--- config.mk ---
export PLATFORM = sky130hd
export DESIGN_NAME = rotary_encoder_with_key_debounce_flat
export DESIGN_NICKNAME = d
export VERILOG_FILES = /design/src/hw/rtl/rekd_pkg.sv /design/src/hw/rtl/rekd_in_if.sv /design/src/hw/rtl/rekd_out_if.sv /design/src/hw/rtl/rekd_quad.sv /design/src/hw/rtl/rekd_key.sv /design/src/hw/rtl/rekd_obuf.sv /design/src/hw/rtl/rotary_encoder_with_key_debounce.sv /design/src/flat_wrapper.sv
export SDC_FILE = /design/constraint.sdc
export NUM_CORES = 1
export LEC_CHECK = 0
export BUFFER_PORTS_ARGS = -buffer_cell sky130_fd_sc_hd__buf_2
export CAP_MARGIN = 20
export CORE_AREA = 2 2 117 119
export DETAILED_ROUTE_END_ITERATION = 8
export DIE_AREA = 0 0 119 121
export GPL_TIMING_DRIVEN = 1
export HOLD_SLACK_MARGIN = 0.15
export PLACE_DENSITY_LB_ADDON = 0.15
export SKIP_CTS_REPAIR_TIMING = 1
export SYNTH_ARGS = -nofsm -noshare
export SYNTH_HDL_FRONTEND = slang
export SYNTH_SLANG_ARGS = --single-unit
--- constraint.sdc ---
create_clock -name i_clk -period 3.2 [get_ports i_clk]
set_clock_uncertainty 0.15 [all_clocks]
set_input_delay 0.48 -clock i_clk [delete_from_list [all_inputs] [get_ports i_clk]]
set_output_delay 0.48 -clock i_clk [all_outputs]
set_load 0.005 [all_outputs]
--- src/hw/rtl/rekd_pkg.sv ---
// Shared types, codes and constants for the rotary encoder and key debounce block.
`timescale 1ns / 1ps

package rekd_pkg;

    // Width of the internal detent counter; the result carries its low POS_W bits
    localparam int COUNT_WIDTH = 16;
    localparam int POS_W       = 16;
    localparam int CNT_EXT_W   = (COUNT_WIDTH > POS_W) ? COUNT_WIDTH : POS_W;

    localparam int CFG_W     = 8;
    localparam int CFG_IDX_W = 8;
    localparam int TMR_W     = 8;

    // Configuration register indexes
    localparam logic [CFG_IDX_W-1:0] CFG_DEBOUNCE_TICKS = CFG_IDX_W'(0);
    localparam logic [CFG_IDX_W-1:0] CFG_DIR_HOLD_TICKS = CFG_IDX_W'(1);

    localparam logic [CFG_W-1:0] DEBOUNCE_TICKS_RST = CFG_W'(20);
    localparam logic [CFG_W-1:0] DIR_HOLD_TICKS_RST = CFG_W'(10);

    // Rotation direction codes
    localparam logic [1:0] DIR_NONE = 2'd0;
    localparam logic [1:0] DIR_CCW  = 2'd1;
    localparam logic [1:0] DIR_CW   = 2'd2;

    // Encoder phase codes, A in the high bit
    localparam logic [1:0] AB_REST  = 2'b00;
    localparam logic [1:0] AB_B_LED = 2'b01;
    localparam logic [1:0] AB_A_LED = 2'b10;

    // Key state codes
    localparam logic [1:0] KEY_IDLE       = 2'd0;
    localparam logic [1:0] KEY_DB_PRESS   = 2'd1;
    localparam logic [1:0] KEY_PRESSED    = 2'd2;
    localparam logic [1:0] KEY_DB_RELEASE = 2'd3;

    typedef struct packed {
        logic signed [POS_W-1:0] position_count;
        logic [1:0]              rotation_direction;
        logic [1:0]              key_state;
        logic                    press_event;
    } t_result;

    // Take the low POS_W bits of the counter, zero-extending a narrow one
    function automatic logic [POS_W-1:0] count_to_pos(input logic [COUNT_WIDTH-1:0] cnt);
        logic [CNT_EXT_W-1:0] ext;
        ext = CNT_EXT_W'(cnt);
        return ext[POS_W-1:0];
    endfunction

endpackage

--- src/hw/rtl/rekd_in_if.sv ---
// Input channel: one poll tick of raw encoder and switch levels per beat.
`timescale 1ns / 1ps

interface rekd_in_if;
    logic valid;
    logic ready;
    logic phase_a;
    logic phase_b;
    logic switch_level;

    modport source (output valid, output phase_a, output phase_b, output switch_level,
                    input ready);
    modport sink   (input valid, input phase_a, input phase_b, input switch_level,
                    output ready);
endinterface

--- src/hw/rtl/rekd_out_if.sv ---
// Output channel: count, direction and key status per beat.
`timescale 1ns / 1ps

interface rekd_out_if;
    logic                                valid;
    logic                                ready;
    logic signed [rekd_pkg::POS_W-1:0]   position_count;
    logic [1:0]                          rotation_direction;
    logic [1:0]                          key_state;
    logic                                press_event;

    modport source (output valid, output position_count, output rotation_direction,
                    output key_state, output press_event, input ready);
    modport sink   (input valid, input position_count, input rotation_direction,
                    input key_state, input press_event, output ready);
endinterface

--- src/hw/rtl/rekd_quad.sv ---
// Quadrature decoder: detent counter, direction report and hold timer.
`timescale 1ns / 1ps

module rekd_quad (
    input  logic                              i_clk,
    input  logic                              i_rst_n,
    input  logic                              i_fire,
    input  logic                              i_phase_a,
    input  logic                              i_phase_b,
    input  logic [rekd_pkg::CFG_W-1:0]        i_hold_ticks,
    output logic [rekd_pkg::POS_W-1:0]        o_position,
    output logic [1:0]                        o_direction
);
    import rekd_pkg::*;

    logic [COUNT_WIDTH-1:0] r_count, n_count;
    logic [1:0]             r_prev_ab;
    logic [1:0]             r_dir, n_dir;
    logic [TMR_W-1:0]       r_tmr, n_tmr;
    logic [1:0]             ab;
    logic                   step_cw, step_ccw;
    logic [1:0]             dir_step;
    logic [TMR_W-1:0]       tmr_step, tmr_inc;

    assign ab       = {i_phase_a, i_phase_b};
    assign step_ccw = (r_prev_ab == AB_REST) && (ab == AB_B_LED);
    assign step_cw  = (r_prev_ab == AB_REST) && (ab == AB_A_LED);

    // Count a detent out of rest, then age the reported direction
    always_comb begin
        n_count  = r_count;
        dir_step = r_dir;
        tmr_step = r_tmr;
        if (step_cw) begin
            n_count  = r_count + COUNT_WIDTH'(1);
            dir_step = DIR_CW;
            tmr_step = '0;
        end else if (step_ccw) begin
            n_count  = r_count - COUNT_WIDTH'(1);
            dir_step = DIR_CCW;
            tmr_step = '0;
        end
        tmr_inc = tmr_step + TMR_W'(1);
        n_dir   = dir_step;
        n_tmr   = tmr_step;
        if (dir_step != DIR_NONE) begin
            if (tmr_inc >= i_hold_ticks) begin
                n_dir = DIR_NONE;
                n_tmr = '0;
            end else begin
                n_tmr = tmr_inc;
            end
        end
    end

    // Advance state on each accepted beat
    always_ff @(posedge i_clk) begin
        if (!i_rst_n) begin
            r_count   <= '0;
            r_prev_ab <= AB_REST;
            r_dir     <= DIR_NONE;
            r_tmr     <= '0;
        end else if (i_fire) begin
            r_count   <= n_count;
            r_prev_ab <= ab;
            r_dir     <= n_dir;
            r_tmr     <= n_tmr;
        end
    end

    assign o_position  = count_to_pos(n_count);
    assign o_direction = n_dir;

    // The hold timer only runs while a direction is reported
    a_tmr_idle: assert property (@(posedge i_clk) disable iff (!i_rst_n)
        (r_dir == DIR_NONE) |-> (r_tmr == '0))
        else $error("hold timer running with no direction");

    // A counted clockwise detent reports its direction on the same beat when the hold exceeds one tick
    a_step_dir: assert property (@(posedge i_clk) disable iff (!i_rst_n)
        (i_fire && step_cw && i_hold_ticks > TMR_W'(1)) |-> (o_direction == DIR_CW))
        else $error("clockwise detent not reported");

endmodule

--- src/hw/rtl/rekd_key.sv ---
// Push switch debounce machine with press pulse.
`timescale 1ns / 1ps

module rekd_key (
    input  logic                        i_clk,
    input  logic                        i_rst_n,
    input  logic                        i_fire,
    input  logic                        i_switch_level,
    input  logic [rekd_pkg::CFG_W-1:0]  i_debounce_ticks,
    output logic [1:0]                  o_state,
    output logic                        o_press
);
    import rekd_pkg::*;

    logic [1:0]       r_state, n_state;
    logic [TMR_W-1:0] r_cnt, n_cnt;
    logic [TMR_W-1:0] cnt_inc;
    logic             pressed;
    logic             pulse;

    assign pressed = !i_switch_level;
    assign cnt_inc = r_cnt + TMR_W'(1);

    // Next state of the debounce machine
    always_comb begin
        n_state = r_state;
        n_cnt   = r_cnt;
        pulse   = 1'b0;
        unique case (r_state)
            KEY_IDLE: begin
                if (pressed) begin
                    n_state = KEY_DB_PRESS;
                    n_cnt   = '0;
                end
            end
            KEY_DB_PRESS: begin
                if (pressed) begin
                    n_cnt = cnt_inc;
                    if (cnt_inc >= i_debounce_ticks) begin
                        n_state = KEY_PRESSED;
                        pulse   = 1'b1;
                    end
                end else begin
                    n_state = KEY_IDLE;
                end
            end
            KEY_PRESSED: begin
                if (!pressed) begin
                    n_state = KEY_DB_RELEASE;
                    n_cnt   = '0;
                end
            end
            default: begin
                if (!pressed) begin
                    n_cnt = cnt_inc;
                    if (cnt_inc >= i_debounce_ticks) begin
                        n_state = KEY_IDLE;
                    end
                end else begin
                    n_state = KEY_PRESSED;
                end
            end
        endcase
    end

    // Advance on each accepted beat
    always_ff @(posedge i_clk) begin
        if (!i_rst_n) begin
            r_state <= KEY_IDLE;
            r_cnt   <= '0;
        end else if (i_fire) begin
            r_state <= n_state;
            r_cnt   <= n_cnt;
        end
    end

    assign o_state = n_state;
    assign o_press = pulse;

    // A press pulse comes only from the debounce-press state
    a_press_src: assert property (@(posedge i_clk) disable iff (!i_rst_n)
        o_press |-> (r_state == KEY_DB_PRESS && o_state == KEY_PRESSED))
        else $error("press pulse outside debounce-press exit");

endmodule

--- src/hw/rtl/rekd_obuf.sv ---
// Two-entry output buffer: result register plus skid register.
`timescale 1ns / 1ps

module rekd_obuf (
    input  logic               i_clk,
    input  logic               i_rst_n,
    input  logic               i_valid,
    input  rekd_pkg::t_result  i_data,
    output logic               o_ready,
    output logic               o_valid,
    output rekd_pkg::t_result  o_data,
    input  logic               i_ready
);
    import rekd_pkg::*;

    logic    r_out_v, r_skid_v;
    t_result r_out, r_skid;
    logic    in_fire, out_fire;

    assign o_ready  = !r_skid_v;
    assign in_fire  = i_valid && !r_skid_v;
    assign out_fire = r_out_v && i_ready;

    // Control: refill the result slot from skid first, else from the input
    always_ff @(posedge i_clk) begin
        if (!i_rst_n) begin
            r_out_v  <= 1'b0;
            r_skid_v <= 1'b0;
        end else if (!r_out_v || out_fire) begin
            r_out_v  <= r_skid_v || in_fire;
            r_skid_v <= 1'b0;
        end else if (in_fire) begin
            r_skid_v <= 1'b1;
        end
    end

    // Payload
    always_ff @(posedge i_clk) begin
        if (!r_out_v || out_fire) begin
            r_out <= r_skid_v ? r_skid : i_data;
        end else if (in_fire) begin
            r_skid <= i_data;
        end
    end

    assign o_valid = r_out_v;
    assign o_data  = r_out;

    // Skid holds a beat only behind a held result
    a_skid_order: assert property (@(posedge i_clk) disable iff (!i_rst_n)
        r_skid_v |-> r_out_v)
        else $error("skid entry without result entry");

    // A full buffer keeps its skid beat until the result drains
    a_skid_hold: assert property (@(posedge i_clk) disable iff (!i_rst_n)
        (r_skid_v && !i_ready) |=> (r_skid_v && r_out_v))
        else $error("skid beat lost while stalled");

endmodule

--- src/hw/rtl/rotary_encoder_with_key_debounce.sv ---
// Top level: rotary encoder decoder with push switch debounce.
// One poll tick is accepted per clock unless the skid register is full; each
// tick yields one result beat in the output register, or the skid register
// while stalled. Every state update is a single short pass (one 16-bit add,
// two 8-bit compares) between the accepted beat and the result register, and
// a two-entry output buffer lets input flow on for one beat while the output
// is stalled; throughput is one tick per clock while the sink takes results.
// Configuration writes (debounce length, direction hold) take effect on the
// next accepted tick; no clearing pass is needed after reset.
`timescale 1ns / 1ps

module rotary_encoder_with_key_debounce (
    input  logic                            i_clk,
    input  logic                            i_rst_n,
    input  logic                            i_cfg_we,
    input  logic [rekd_pkg::CFG_IDX_W-1:0]  i_cfg_idx,
    input  logic [rekd_pkg::CFG_W-1:0]      i_cfg_data,
    rekd_in_if.sink                         i_in,
    rekd_out_if.source                      o_out
);
    import rekd_pkg::*;

    logic [CFG_W-1:0] r_debounce_ticks;
    logic [CFG_W-1:0] r_hold_ticks;
    logic             fire;
    logic             buf_ready;
    t_result          result;
    t_result          out_data;

    // Configuration registers
    always_ff @(posedge i_clk) begin
        if (!i_rst_n) begin
            r_debounce_ticks <= DEBOUNCE_TICKS_RST;
            r_hold_ticks     <= DIR_HOLD_TICKS_RST;
        end else if (i_cfg_we) begin
            unique case (i_cfg_idx)
                CFG_DEBOUNCE_TICKS: r_debounce_ticks <= i_cfg_data;
                CFG_DIR_HOLD_TICKS: r_hold_ticks     <= i_cfg_data;
                default: ;
            endcase
        end
    end

    assign i_in.ready = buf_ready;
    assign fire       = i_in.valid && buf_ready;

    rekd_quad u_quad (
        .i_clk        (i_clk),
        .i_rst_n      (i_rst_n),
        .i_fire       (fire),
        .i_phase_a    (i_in.phase_a),
        .i_phase_b    (i_in.phase_b),
        .i_hold_ticks (r_hold_ticks),
        .o_position   (result.position_count),
        .o_direction  (result.rotation_direction)
    );

    rekd_key u_key (
        .i_clk            (i_clk),
        .i_rst_n          (i_rst_n),
        .i_fire           (fire),
        .i_switch_level   (i_in.switch_level),
        .i_debounce_ticks (r_debounce_ticks),
        .o_state          (result.key_state),
        .o_press          (result.press_event)
    );

    rekd_obuf u_obuf (
        .i_clk   (i_clk),
        .i_rst_n (i_rst_n),
        .i_valid (i_in.valid),
        .i_data  (result),
        .o_ready (buf_ready),
        .o_valid (o_out.valid),
        .o_data  (out_data),
        .i_ready (o_out.ready)
    );

    // Drive the output beat
    assign o_out.position_count     = out_data.position_count;
    assign o_out.rotation_direction = out_data.rotation_direction;
    assign o_out.key_state          = out_data.key_state;
    assign o_out.press_event        = out_data.press_event;

endmodule

--- src/flat_wrapper.sv ---
// flat-port wrapper written by rule: the top's interface ports become plain ports
module rotary_encoder_with_key_debounce_flat import rekd_pkg::*;
  (i_clk, i_rst_n, i_cfg_we, i_cfg_idx, i_cfg_data, i_in_valid, i_in_phase_a, i_in_phase_b, i_in_switch_level, i_in_ready, o_out_valid, o_out_position_count, o_out_rotation_direction, o_out_key_state, o_out_press_event, o_out_ready);
  rekd_in_if i_in_i ();
  rekd_out_if o_out_i ();
  input  logic i_clk;
  input  logic i_rst_n;
  input  logic i_cfg_we;
  input  logic [rekd_pkg::CFG_IDX_W-1:0] i_cfg_idx;
  input  logic [rekd_pkg::CFG_W-1:0] i_cfg_data;
  input wire logic [$bits(i_in_i.valid)-1:0] i_in_valid;
  input wire logic [$bits(i_in_i.phase_a)-1:0] i_in_phase_a;
  input wire logic [$bits(i_in_i.phase_b)-1:0] i_in_phase_b;
  input wire logic [$bits(i_in_i.switch_level)-1:0] i_in_switch_level;
  output wire logic [$bits(i_in_i.ready)-1:0] i_in_ready;
  output wire logic [$bits(o_out_i.valid)-1:0] o_out_valid;
  output wire logic [$bits(o_out_i.position_count)-1:0] o_out_position_count;
  output wire logic [$bits(o_out_i.rotation_direction)-1:0] o_out_rotation_direction;
  output wire logic [$bits(o_out_i.key_state)-1:0] o_out_key_state;
  output wire logic [$bits(o_out_i.press_event)-1:0] o_out_press_event;
  input wire logic [$bits(o_out_i.ready)-1:0] o_out_ready;
  assign i_in_i.valid = i_in_valid;
  assign i_in_i.phase_a = i_in_phase_a;
  assign i_in_i.phase_b = i_in_phase_b;
  assign i_in_i.switch_level = i_in_switch_level;
  assign i_in_ready = i_in_i.ready;
  assign o_out_valid = o_out_i.valid;
  assign o_out_position_count = o_out_i.position_count;
  assign o_out_rotation_direction = o_out_i.rotation_direction;
  assign o_out_key_state = o_out_i.key_state;
  assign o_out_press_event = o_out_i.press_event;
  assign o_out_i.ready = o_out_ready;
  rotary_encoder_with_key_debounce u_core (.i_clk(i_clk), .i_rst_n(i_rst_n), .i_cfg_we(i_cfg_we), .i_cfg_idx(i_cfg_idx), .i_cfg_data(i_cfg_data), .i_in(i_in_i), .o_out(o_out_i));
endmodule
After elaboration in Yosys (flattened, before gate mapping) --
Index checks and enable logic that the tools add are counted.
Operators by class: add/sub/neg operators 4, multipliers 0, divide/modulo/power cells 0, magnitude comparators 2, equal/unequal tests 8, shift-type cells 0, multiplexer cells 26, bitwise operators 2, reduce and logical (&&, ||, !) cells 18
Operators with widths (count):
- 2-to-1 mux 8 bit | 8
- 2-to-1 mux 16 bit | 2
- one-hot mux 8 bit (3 select lines) | 1
- 2-to-1 mux 21 bit | 1
- 2-to-1 mux 2 bit | 10
- adder 16 x 1 -> 16 bit (second input constant) | 1
- adder 8 x 1 -> 8 bit (second input constant) | 2
- greater-or-equal comparator 8 bit | 2
- subtractor 16 x 1 -> 16 bit (second input constant) | 1
- equality test 8 x 1 -> 1 bit (second input constant) | 1
- zero test 8 bit | 1
- inequality test 2 bit (second input constant) | 3
- one-hot mux 2 bit (3 select lines) | 1
- AND reduction 2 bit | 3
- AND reduction 5 bit | 1
- equality test 2 x 1 -> 1 bit (second input constant) | 2
- equality test 2 bit (second input constant) | 2
- logical AND 1 bit | 4
- zero test 2 bit | 2
- 2-to-1 mux 1 bit | 3
- nonzero test 3 bit | 1
- zero test 1 bit | 2
- logical OR 1 bit | 2
- NOT 1 bit | 2
- other kinds (2) | 2
Word-level totals: register bits after elaboration 98, latch bits 0, RAM bits 0, memory bits (read-only) 0, memories 0

Longest topological paths before layout --
Gate-level depths: netlist of run 1.
depth in word-level cells 9, mapped depth 15, gate-level depth less buffers 14

Modules after synthesis --
Synthesis of run 1 repeated with hierarchy kept, for this count alone.
Second synthesis, totals: cells, all modules 525, area, all modules 5361.4 sq um
By module, submodules not included:
- rekd_quad | times used 1, cells each 284, area an instance 2192.1 sq um, seq. area each 560.5 sq um
- rekd_obuf | times used 1, cells each 74, area an instance 1691.6 sq um, seq. area each 1301.2 sq um
- rekd_key | times used 1, cells each 98, area an instance 779.5 sq um, seq. area each 200.2 sq um
- rotary_encoder_with_key_debounce | times used 1, cells each 69, area an instance 698.2 sq um, seq. area each 320.3 sq um

Least setup slack after synthesis of run 1 --
OpenSTA, ideal clock, no wires.
path kind input to register, from input port i_in_phase_b, to register u_core.u_obuf.r_out, in the netlist u_core.u_obuf.o_data[4], data pin, library setup time 0.154 ns, data arrival time 3.044 ns, setup slack -0.149 ns, stages 14, cells stage by stage buf_2 xnor2_1 nand2b_1 and2_1 ha_1 nand3_1 xor2_1 nor2_1 ha_1 a21o_1 a21o_1 a221oi_2 o221ai_1 o21ai_0
On the way: word-level cells in the longest chain between the ends 9, elaborated cells between the ends (all ways) 14
RTL lines:
- from (decl) | RTL line flat_wrapper.sv:13 | input wire logic [$bits(i_in_i.phase_b)-1:0] i_in_phase_b;
- equality test 2 x 1 -> 1 bit | RTL line rekd_quad.sv:26 | assign step_ccw = (r_prev_ab == AB_REST) && (ab == AB_B_LED);
- logical AND 1 bit | RTL line rekd_quad.sv:26
- 2-to-1 mux 8 bit | RTL line rekd_quad.sv:38 | end else if (step_ccw) begin
- 2-to-1 mux 8 bit | RTL line rekd_quad.sv:34 | if (step_cw) begin
- adder 8 x 1 -> 8 bit | RTL line rekd_quad.sv:43 | tmr_inc = tmr_step + TMR_W'(1);
- greater-or-equal comparator 8 bit | RTL line rekd_quad.sv:47 | if (tmr_inc >= i_hold_ticks) begin
- 2-to-1 mux 2 bit | RTL line rekd_quad.sv:47
- 2-to-1 mux 2 bit (*) | RTL line rekd_quad.sv:46 | if (dir_step != DIR_NONE) begin
- 2-to-1 mux 21 bit (*) | RTL line rekd_obuf.sv:40 | r_out <= r_skid_v ? r_skid : i_data;
- to (signal assigned) | RTL line rekd_obuf.sv:40
- to (decl) | RTL line rekd_obuf.sv:17 | t_result r_out, r_skid;
Every way passes the cells marked *; elsewhere a longest branch is shown, timed or not. A chain may end at the register's enable or synchronous reset.

Worst setup path after layout of run 1 --
from register u_core.u_key.r_cnt[0], to register u_core.u_obuf.r_out, in the netlist u_core.u_obuf.o_data[0], data pin
On the way: word-level cells in the longest chain between the ends 6
RTL lines:
- from (decl) | RTL line rekd_key.sv:16 | logic [TMR_W-1:0] r_cnt, n_cnt;
- from (signal assigned) | RTL line rekd_key.sv:73 | r_cnt <= n_cnt;
- adder 8 x 1 -> 8 bit | RTL line rekd_key.sv:22 | assign cnt_inc = r_cnt + TMR_W'(1);
- greater-or-equal comparator 8 bit | RTL line rekd_key.sv:39 | if (cnt_inc >= i_debounce_ticks) begin
- 2-to-1 mux 1 bit | RTL line rekd_key.sv:39
- 2-to-1 mux 1 bit | RTL line rekd_key.sv:37 | if (pressed) begin
- 2-to-1 mux 1 bit | RTL line rekd_key.sv:29 | unique case (r_state)
- 2-to-1 mux 21 bit | RTL line rekd_obuf.sv:40
Every way passes these cells.

==> out/results.txt, run 1 <==
Clock buffer depth - 2
WP depth - 9
CP Max Fanout - 6
Synth warn - 0
Post-Route WL - 10,900 um
Async SR Flop Fraction - 0%
Final cell count without fillers - 749
#FFs+latches synth - 98
Crit path time final - 2990 ps
Arr. time, crit path - 3000 ps
Top cells by area in the synthesized netlist - edfxtp_1 25%, dfxtp_1 22%, ha_1 4.9%
Final setup vio count - 0
Clock transition at path regs - 70 ps
Global-route wire length before repair - 18,400 um
Synthesized cell area - 5110 um2
Syn nets - 567
Reg2Reg Depth - 9
IO Port Bufs - 46
Fill count - 1,273
Number of nets in the layout - 612
Post-Synthesis Cells - 523
Fmax - 334 MHz
H-tree level count - 3
Vias per inst - 5.10
RD Place Congestion - 0.810
Max Cap Viol - 0
Core area - 13,100 um2
Crit-path slowest cell - or4_1
Hold Crit Class - in2reg
Dpl hpwl - 7680 um
Crit path cell chain - ha_1 -> nand3_1 -> nor2_1 -> xor2_1 -> ha_1 -> nand3_1 -> or4_1 -> and2_1 -> o41ai_1
Later-pin clock latency in the skew report - 350 ps
Worst R2R Start - u_core.u_key.r_cnt[0]
Placed cell count - 733
Number of global-route vias before repair - 3,622
Die Span Y - 121 um
CP Launch Type - flip-flop
Worst slew margin - 57.9%
Unrepaired setup endpoints after global routing - no
Pin count of the biggest net entering global routing - 39
Wirelength per Cell - 14.5 um
Crit path kind - reg2reg
Top Ports - 47
Final Hold Vio Count - 0
PD cells - 480 nW/um2
Sink Count - 98
Dominant synthesized flop cell - dfxtp_1
Largest area contributor in the netlist - edfxtp_1
CTS Root Cell - clkbuf_16
# diodes - 0
TNS Setup - 0 ps
Drt drc - 0
Die ar. - 14,400 um2
Slowest Stage Delay on Critical Path - 710 ps
Tot Pwr - 2.83 mW
Library cells used by synthesis - 65
R2R setup slack - 210 ps
Routed Antenna Nets - 0
Worst r2r dst - u_core.u_obuf.o_data[0]
Tightest Pin Transition - 631 ps
Num CTS Buffers - 9
Layout cells sized above 1 - 19.5%
Post-DP Area - 5580 um2
Syn Area/Cell - 9.77 um2
Total global routing overflow - 0
Total track usage - 16.1%
Critical Path End Type - flip-flop
DR vias - 3,817
Critical Path End - u_core.u_obuf.o_data[0]
Fin crit share - 93.4%
Initial Utilization - 39.1%
Initial antenna violation count - 0
Leakage - 2.49 nW
WP buf/inv - 0
Die Wd - 119 um
Fin. max-slew vios - 0
Top-area cell type share of the netlist area - 24.7%
Detailed router's first-iteration violation count - 204
DR pass1 iterations - 4
Cell family with most CP delay - simple AND/OR/NAND/NOR gates
Sequential fraction of the synthesis area - 46.6%
Number of enable flip-flop cells after synthesis - 42
Crit path launch - u_core.u_key.r_cnt[0]
Critical Path RT - 3210 ps
Max IR drop VDD - 200 uV
Post-route cell area - 5890 um2
Outcome - completed
CTS tree - built
Synth-to-layout area growth - 15.3%
Hold slack - 227 ps
FP Rows - 42
[how the worst min path moves through the flow]
stage / endpoint / slack (ps) / depth (start not counted) / startpoint
5_1_grt: u_core.r_hold_ticks[2] / 230 / 3 / i_cfg_data[2]
2_1_floorplan: u_core.r_hold_ticks[1] / 290 / 2 / u_core.r_hold_ticks[1]
3_3_place_gp: u_core.u_quad.r_count[15] / 310 / 2 / u_core.u_quad.r_count[15]
6_report: u_core.r_debounce_ticks[2] / 230 / 3 / i_cfg_data[2]
3_5_place_dp: u_core.r_hold_ticks[1] / 320 / 2 / u_core.r_hold_ticks[1]
4_1_cts: u_core.r_debounce_ticks[2] / 210 / 3 / i_cfg_data[2]
[cell usage after synthesis, drive strengths merged, types with 8 or more instances]
| cell | instances |
|---|---|
| a21oi | 27 |
| and2 | 8 |
| clkbuf | 22 |
| dfxtp | 56 |
| edfxtp | 42 |
| ha | 20 |
| inv | 22 |
| mux2 | 12 |
| mux2i | 23 |
| nand2 | 56 |
| nand2b | 13 |
| nand3 | 23 |
| nand4 | 9 |
| nor2 | 51 |
| nor3 | 8 |
| o21ai | 15 |
| or3 | 9 |
| xnor2 | 16 |
| xor2 | 14 |
[metal layers]
metal  vias to the layer above  wire [um]  global-route usage, %
met5                         -          0                      0
met4                         0        123                   4.91
met3                         8        380                   3.57
met2                        69       4820                   24.7
met1                      1794       5570                   22.6
li1                       1946          -                      -
[registers in the layout, indices dropped and copies added (netlist names)]
register,cells
u_core.r_hold_ticks,8
u_core.u_obuf.r_skid_v,1
u_core.u_quad.r_count,16
u_core.u_key.r_cnt,8
u_core.u_quad.r_dir,2
u_core.u_quad.r_prev_ab,2
u_core.u_obuf.o_data,21
u_core.u_obuf.o_valid,1
u_core.r_debounce_ticks,8
u_core.u_obuf.r_skid,21
u_core.u_quad.r_tmr,8
u_core.u_key.r_state,2
[layout make-up]
type	instances	area (um2)	share of cell area, %
multi-input combinational	374	2550	43.3
sequential	98	2380	40.5
timing repair buffer	63	358	6.07
clock buffer	13	272	4.61
tap	176	220	3.74
inverter	22	82.6	1.40
clock inverter	3	21.3	0.361
[where the power goes]
part	internal, mW	switching (mW)	leakage [nW]
sequential	1.38	0.0427	0.886
combinational	0.152	0.184	1.46
clock	0.598	0.465	0.141
total	2.13	0.691	2.49
[logic make-up (layout without fill, tap and decap cells)]
logic type | Yosys count | count (layout) | share of synthesized area (%)
multiplexers | 35 | 35 | 7.15
adder cells (fa/ha/maj) | 20 | 20 | 4.90
buffers and inverters | 51 | 101 | 4.01
AO/OA/AOI/OAI | 82 | 82 | 11.1
XOR/XNOR | 30 | 30 | 5.14
AND/OR/NAND/NOR | 207 | 207 | 21.1
flip-flops | 98 | 98 | 46.6
[metrics by stage]
step | setup WS (ps) | utilization, %
CTS | 74.0 | 44.9
finish | 210 | 45.0
detailed placement | -100 | 42.7
global route | 35.4 | 45.0
floorplan | 2.96 | -
global placement | -24.4 | 42.7
[cell usage in the layout (no fill, tap or decap), drive strengths merged, types with 5 or more instances in the layout]
cell type	Yosys	final
dfxtp	56	56
or3	9	9
and2	8	8
mux2i	23	23
nor3	8	8
clkbuf	22	13
inv	22	23
xor2	14	14
a22oi	5	5
and3	7	7
xnor2	16	16
edfxtp	42	42
nand3	23	23
buf	7	63
nand2	56	56
a21oi	27	27
nor2	51	51
nand4	9	9
nand3b	5	5
o21ai	15	15
nand2b	13	13
mux2	12	12
ha	20	20
[worst min-delay path: cells and delay by family]
family          cells  cell delay (ps)
buf+inv             1               90
compound gates      1               70
simple gates        1               40
Note: power is estimated with default switching activity, not from simulation.
==> run 2: changes to the inputs <==
==> constraint.sdc (replaced) <==
create_clock -name i_clk -period 3.2 [get_ports i_clk]
set_clock_uncertainty 0.15 [all_clocks]
set_input_delay 0.16 -clock i_clk [delete_from_list [all_inputs] [get_ports i_clk]]
set_output_delay 0.16 -clock i_clk [all_outputs]
set_load 0.005 [all_outputs]
==> run 2 against run 1 <==
Register-to-register slack better by 20 ps. Clock power rose by 4%. Cell count is 1.9% higher. Critical path depth unchanged. Wire length down 0.76%. Worst setup slack gained 17 ps. Die area unchanged. Hold slack better by 47 ps. Flip-flop and latch count stayed put. Sequential power is essentially flat. Non-clock buffer count grew 14. Utilization rose by 1.1 points. Critical endpoint unchanged. Largest cell class unchanged.
==> out/results.txt, run 2 (synthesis gave the netlist of run 1 again) <==
Sink Count - 98
IO Port Bufs - 46
Worst slew margin - 59.6%
Max Cap Viol - 0
Fill count - 1,257
Critical Path RT - 3200 ps
Final setup vio count - 0
Critical Path End Type - flip-flop
CTS tree - built
Crit path time final - 2970 ps
Tightest Pin Transition - 603 ps
H-tree level count - 3
Most frequent cells in the layout - 56 x nand2_1, 56 x dfxtp_1, 50 x nor2_1
Post-Route WL - 10,800 um
Later-pin clock latency in the skew report - 350 ps
R2R setup slack - 230 ps
Fin util - 46.1%
CTS Root Cell - clkbuf_16
Global-route wire length before repair - 17,900 um
Outcome - completed
CP Max Fanout - 6
Die ar. - 14,400 um2
DP Worst Slack - 89.5 ps
Pin count of the biggest net entering global routing - 39
Synth-to-layout area growth - 18.0%
Drt drc - 0
Arr. time, crit path - 2970 ps
Initial antenna violation count - 0
Final Hold Vio Count - 0
Fmax - 336 MHz
Detailed router's first-iteration violation count - 216
Fin. max-slew vios - 0
Tot Pwr - 2.88 mW
Fin crit share - 92.9%
Die Wd - 119 um
DR vias - 3,885
Core area - 13,100 um2
Top Ports - 47
Num CTS Buffers - 9
Post-route cell area - 6030 um2
FP Rows - 42
Clock transition at path regs - 70 ps
Number of nets in the layout - 626
Vias per inst - 5.09
Initial Utilization - 39.1%
Final WS setup - 227 ps
Layout cells sized above 1 - 18.9%
# diodes - 0
Dpl hpwl - 7690 um
Leakage - 2.54 nW
Wirelength per Cell - 14.2 um
PD cells - 477 nW/um2
Die Span Y - 121 um
Post-DP Area - 5560 um2
CP Launch Type - flip-flop
DR pass1 iterations - 4
Hold Crit Class - in2reg
Clock buffer depth - 2
Routed Antenna Nets - 0
Crit path kind - reg2reg
Total global routing overflow - 0
Number of global-route vias before repair - 3,633
Max IR drop VDD - 194 uV
Total track usage - 15.6%
RD Place Congestion - 0.829
==> run 2: cell count changes in the layout (fill, tap and decap cells not counted), moves of 2 or more <==
cell,delta
dlygate4sd3_1,+13
clkbuf_1,-2
dfxtp_1,+2
dfxtp_2,-2
o21ai_0,-2
o21ai_1,+2
==> run 2: stage by stage <==
stage	setup TNS, ps	hold WS, ps	std cells
final	0	273	763
after CTS	0	-105	748
after global routing	-3.55	312	763
after floorplan	0	135	523
after detailed placement	0	258	732
after global placement	0	253	731
==> run 2: area by class of cell <==
cell class	count	area [um2]	share of cell area, %
Clock inverter	7	76.3	1.27
Tap cell	176	220	3.65
Clock buffer	9	225	3.74
Sequential cell	98	2380	39.5
Multi-Input combinational cell	374	2540	42.2
Inverter	22	82.6	1.37
Timing Repair Buffer	77	499	8.28
==> run 2: critical path, cell delays in order (launching register included) <==
cell     delay (ps)
dfxtp_1         430
ha_1            260
nand3_1         130
nor2_1          160
xor2_1          100
ha_1            280
nand3_1          90
or4_1           670
and2_1          240
o41ai_1         250
==> run 2: final timing paths <==
check | start | end | depth (start not counted)
worst min register to register | u_core.r_hold_ticks[1] | u_core.r_hold_ticks[1] | 2
worst min-delay path | o_out_ready | u_core.u_obuf.r_skid_v | 4
worst max register to register | u_core.u_key.r_cnt[0] | u_core.u_obuf.o_data[0] | 9
worst max-delay path | u_core.u_key.r_cnt[0] | u_core.u_obuf.o_data[0] | 9
==> run 2: routing by layer <==
metal  routed length (um)  global-route usage [%]  part of all wire [%]
met1                 5440                    20.9                    50
met2                 4790                    24.9                    44
met3                  419                    3.52                   3.9
met4                  169                    5.36                   1.6
met5                    0                       0                     0
==> run 2: where the power goes <==
| group | switching (mW) | total [mW] | internal, mW |
|---|---|---|---|
| Clock | 0.486 | 1.10 | 0.612 |
| Combinational | 0.188 | 0.353 | 0.165 |
| Sequential | 0.0412 | 1.43 | 1.38 |
| Total | 0.715 | 2.88 | 2.16 |
==> run 3: changes to the inputs <==
==> constraint.sdc (replaced) <==
create_clock -name i_clk -period 3.2 [get_ports i_clk]
set_clock_uncertainty 0.15 [all_clocks]
set_input_delay 0 -clock i_clk [delete_from_list [all_inputs] [get_ports i_clk]]
set_output_delay 0 -clock i_clk [all_outputs]
set_load 0.005 [all_outputs]
==> run 3 against run 2 <==
Die area is the same. Maximum frequency fell by 0.69%. Combinational power shrank 2%. Sequential power hardly changed. Sequential share of layout area rose by 0.14 points. Utilization fell by 0.16 points. Via count fell by 0.62%. Final area is 0.35% lower. Wire length up 0.27%. Critical path type unchanged. Non-clock buffer count down 1. Largest cell class unchanged. Total power fell by 1.1%. Flip-flop and latch count stayed put.
==> out/results.txt, run 3 (synthesis gave the netlist of run 1 again) <==
Outcome - completed
Core area - 13,100 um2
Detailed router's first-iteration violation count - 141
Fill count - 1,234
Max Cap Viol - 0
Worst slew margin - 59.7%
Final setup vio count - 0
Top Ports - 47
WP buf/inv - 1
Critical Path End Type - flip-flop
IO Port Bufs - 46
Post-Route WL - 10,800 um
Fin. max-slew vios - 0
Die ar. - 14,400 um2
Crit path kind - reg2reg
Layout cells sized above 1 - 18.3%
CTS Root Cell - clkbuf_16
WHS Endpoint - u_core.u_obuf.r_skid_v
Hold Crit Class - in2reg
Final Hold Vio Count - 0
Crit path time final - 2990 ps
Initial Utilization - 39.1%
Routed Antenna Nets - 0
CP Max Fanout - 5
Later-pin clock latency in the skew report - 340 ps
Fin util - 45.9%
Post-DP Area - 5540 um2
Reg2Reg Depth - 14
Pin count of the biggest net entering global routing - 39
PD cells - 473 nW/um2
Hold Path Cell Cnt - 4
Clock buffer depth - 2
Worst R2R Start - u_core.u_quad.r_prev_ab[1]
Number of global-route vias before repair - 3,645
Slowest Stage Delay on Critical Path - 320 ps
Unrepaired setup endpoints after global routing - yes
R2R setup slack - 210 ps
Wirelength per Cell - 14.2 um
Critical Path RT - 3250 ps
Sink Count - 98
DR vias - 3,861
Crit-path slowest cell - dfxtp_1
Initial antenna violation count - 0
FP Rows - 42
Tightest Pin Transition - 602 ps
WP depth - 14
Min-delay src - o_out_ready
DR pass1 iterations - 4
Worst r2r dst - u_core.u_obuf.o_data[4]
Drt drc - 0
Max IR drop VDD - 274 uV
TNS Setup - 0 ps
Total global routing overflow - 0
Clock transition at path regs - 70 ps
H-tree level count - 3
Most frequent cells in the layout - 56 x nand2_1, 56 x dfxtp_1, 50 x nor2_1
Fmax - 334 MHz
RD Place Congestion - 0.872
Synth-to-layout area growth - 17.6%
Number of nets in the layout - 625
Arr. time, crit path - 3040 ps
Global-route wire length before repair - 18,100 um
Fin crit share - 93.6%
Dpl hpwl - 7650 um
Total track usage - 15.7%
Crit path cell chain - nor2_2 -> nand2b_1 -> and2_1 -> ha_1 -> nand3_1 -> xor2_1 -> nor2_1 -> ha_1 -> a21o_1 -> a21o_1 -> a221oi_2 -> buf_4 -> o221ai_1 -> o21ai_1
# diodes - 0
Num CTS Buffers - 9
Cell family with most CP delay - compound AO/OA/AOI/OAI gates
CTS tree - built
Placed cell count - 730
Die Span Y - 121 um
Vias per inst - 5.07
CP Launch Type - flip-flop
Final cell count without fillers - 762
Post-route cell area - 6010 um2
Leakage - 2.54 nW
Die Wd - 119 um
-- run 3: cell count changes in the layout (fill, tap and decap cells not counted), sizes merged --
| cell | before | now |
|---|---|---|
| inv | 24 | 23 |
| clkinvlp | 2 | 1 |
| dlygate4sd3 | 13 | 15 |
| buf | 64 | 61 |
| clkinv | 2 | 4 |
-- run 3: worst max-delay path by stage --
stage	endpoint	startpoint	slack, ps
finish	u_core.u_obuf.o_data[4]	u_core.u_quad.r_prev_ab[1]	210
global route	u_core.u_obuf.o_data[4]	u_core.u_quad.r_prev_ab[1]	-50
CTS	u_core.u_obuf.o_data[4]	u_core.u_quad.r_prev_ab[1]	30
detailed placement	u_core.u_obuf.o_data[4]	u_core.u_quad.r_prev_ab[1]	70
global placement	u_core.u_obuf.o_data[4]	u_core.u_quad.r_prev_ab[1]	190
floorplan	u_core.u_obuf.o_data[4]	u_core.u_quad.r_prev_ab[1]	190
-- run 3: power breakdown --
part | internal, mW | switching, mW | leakage (nW)
registers | 1.38 | 0.0391 | 0.885
logic | 0.159 | 0.188 | 1.51
clock network | 0.604 | 0.472 | 0.141
-- run 3: area by class of cell --
class                           instances  area (um2)  share of cell area (%)
Timing Repair Buffer                   76         493                    8.20
Clock inverter                          7        67.6                    1.12
Tap cell                              176         220                    3.67
Sequential cell                        98        2380                    39.7
Inverter                               22        82.6                    1.37
Clock buffer                            9         225                    3.75
Multi-Input combinational cell        374        2540                    42.2
-- run 3: tightest hold or removal path, stage by stage --
cell      delay, ps
buf_2            70
nand2b_1         80
buf_4           300
nor3_1           90
-- run 3: metal layers --
| layer | track usage (%) | share of wire [%] | vias to the layer above |
|---|---|---|---|
| met5 | 0 | 0 | - |
| met4 | 6.03 | 1.6 | 0 |
| met3 | 2.54 | 2.8 | 12 |
| met2 | 23.9 | 45 | 65 |
| met1 | 22.4 | 51 | 1809 |
| li1 | - | - | 1975 |
-- run 3: metrics by stage --
| stage | hold WS (ps) | worst slack (ps) | power (mW) |
|---|---|---|---|
| finish | 107 | 206 | 2.84 |
| floorplan | -24.9 | 193 | 1.66 |
| global route | 185 | -54.4 | 2.98 |
| detailed placement | 97.6 | 67.4 | 1.79 |
| global placement | 96.0 | 191 | 1.78 |
| CTS | -268 | 33.6 | 2.87 |
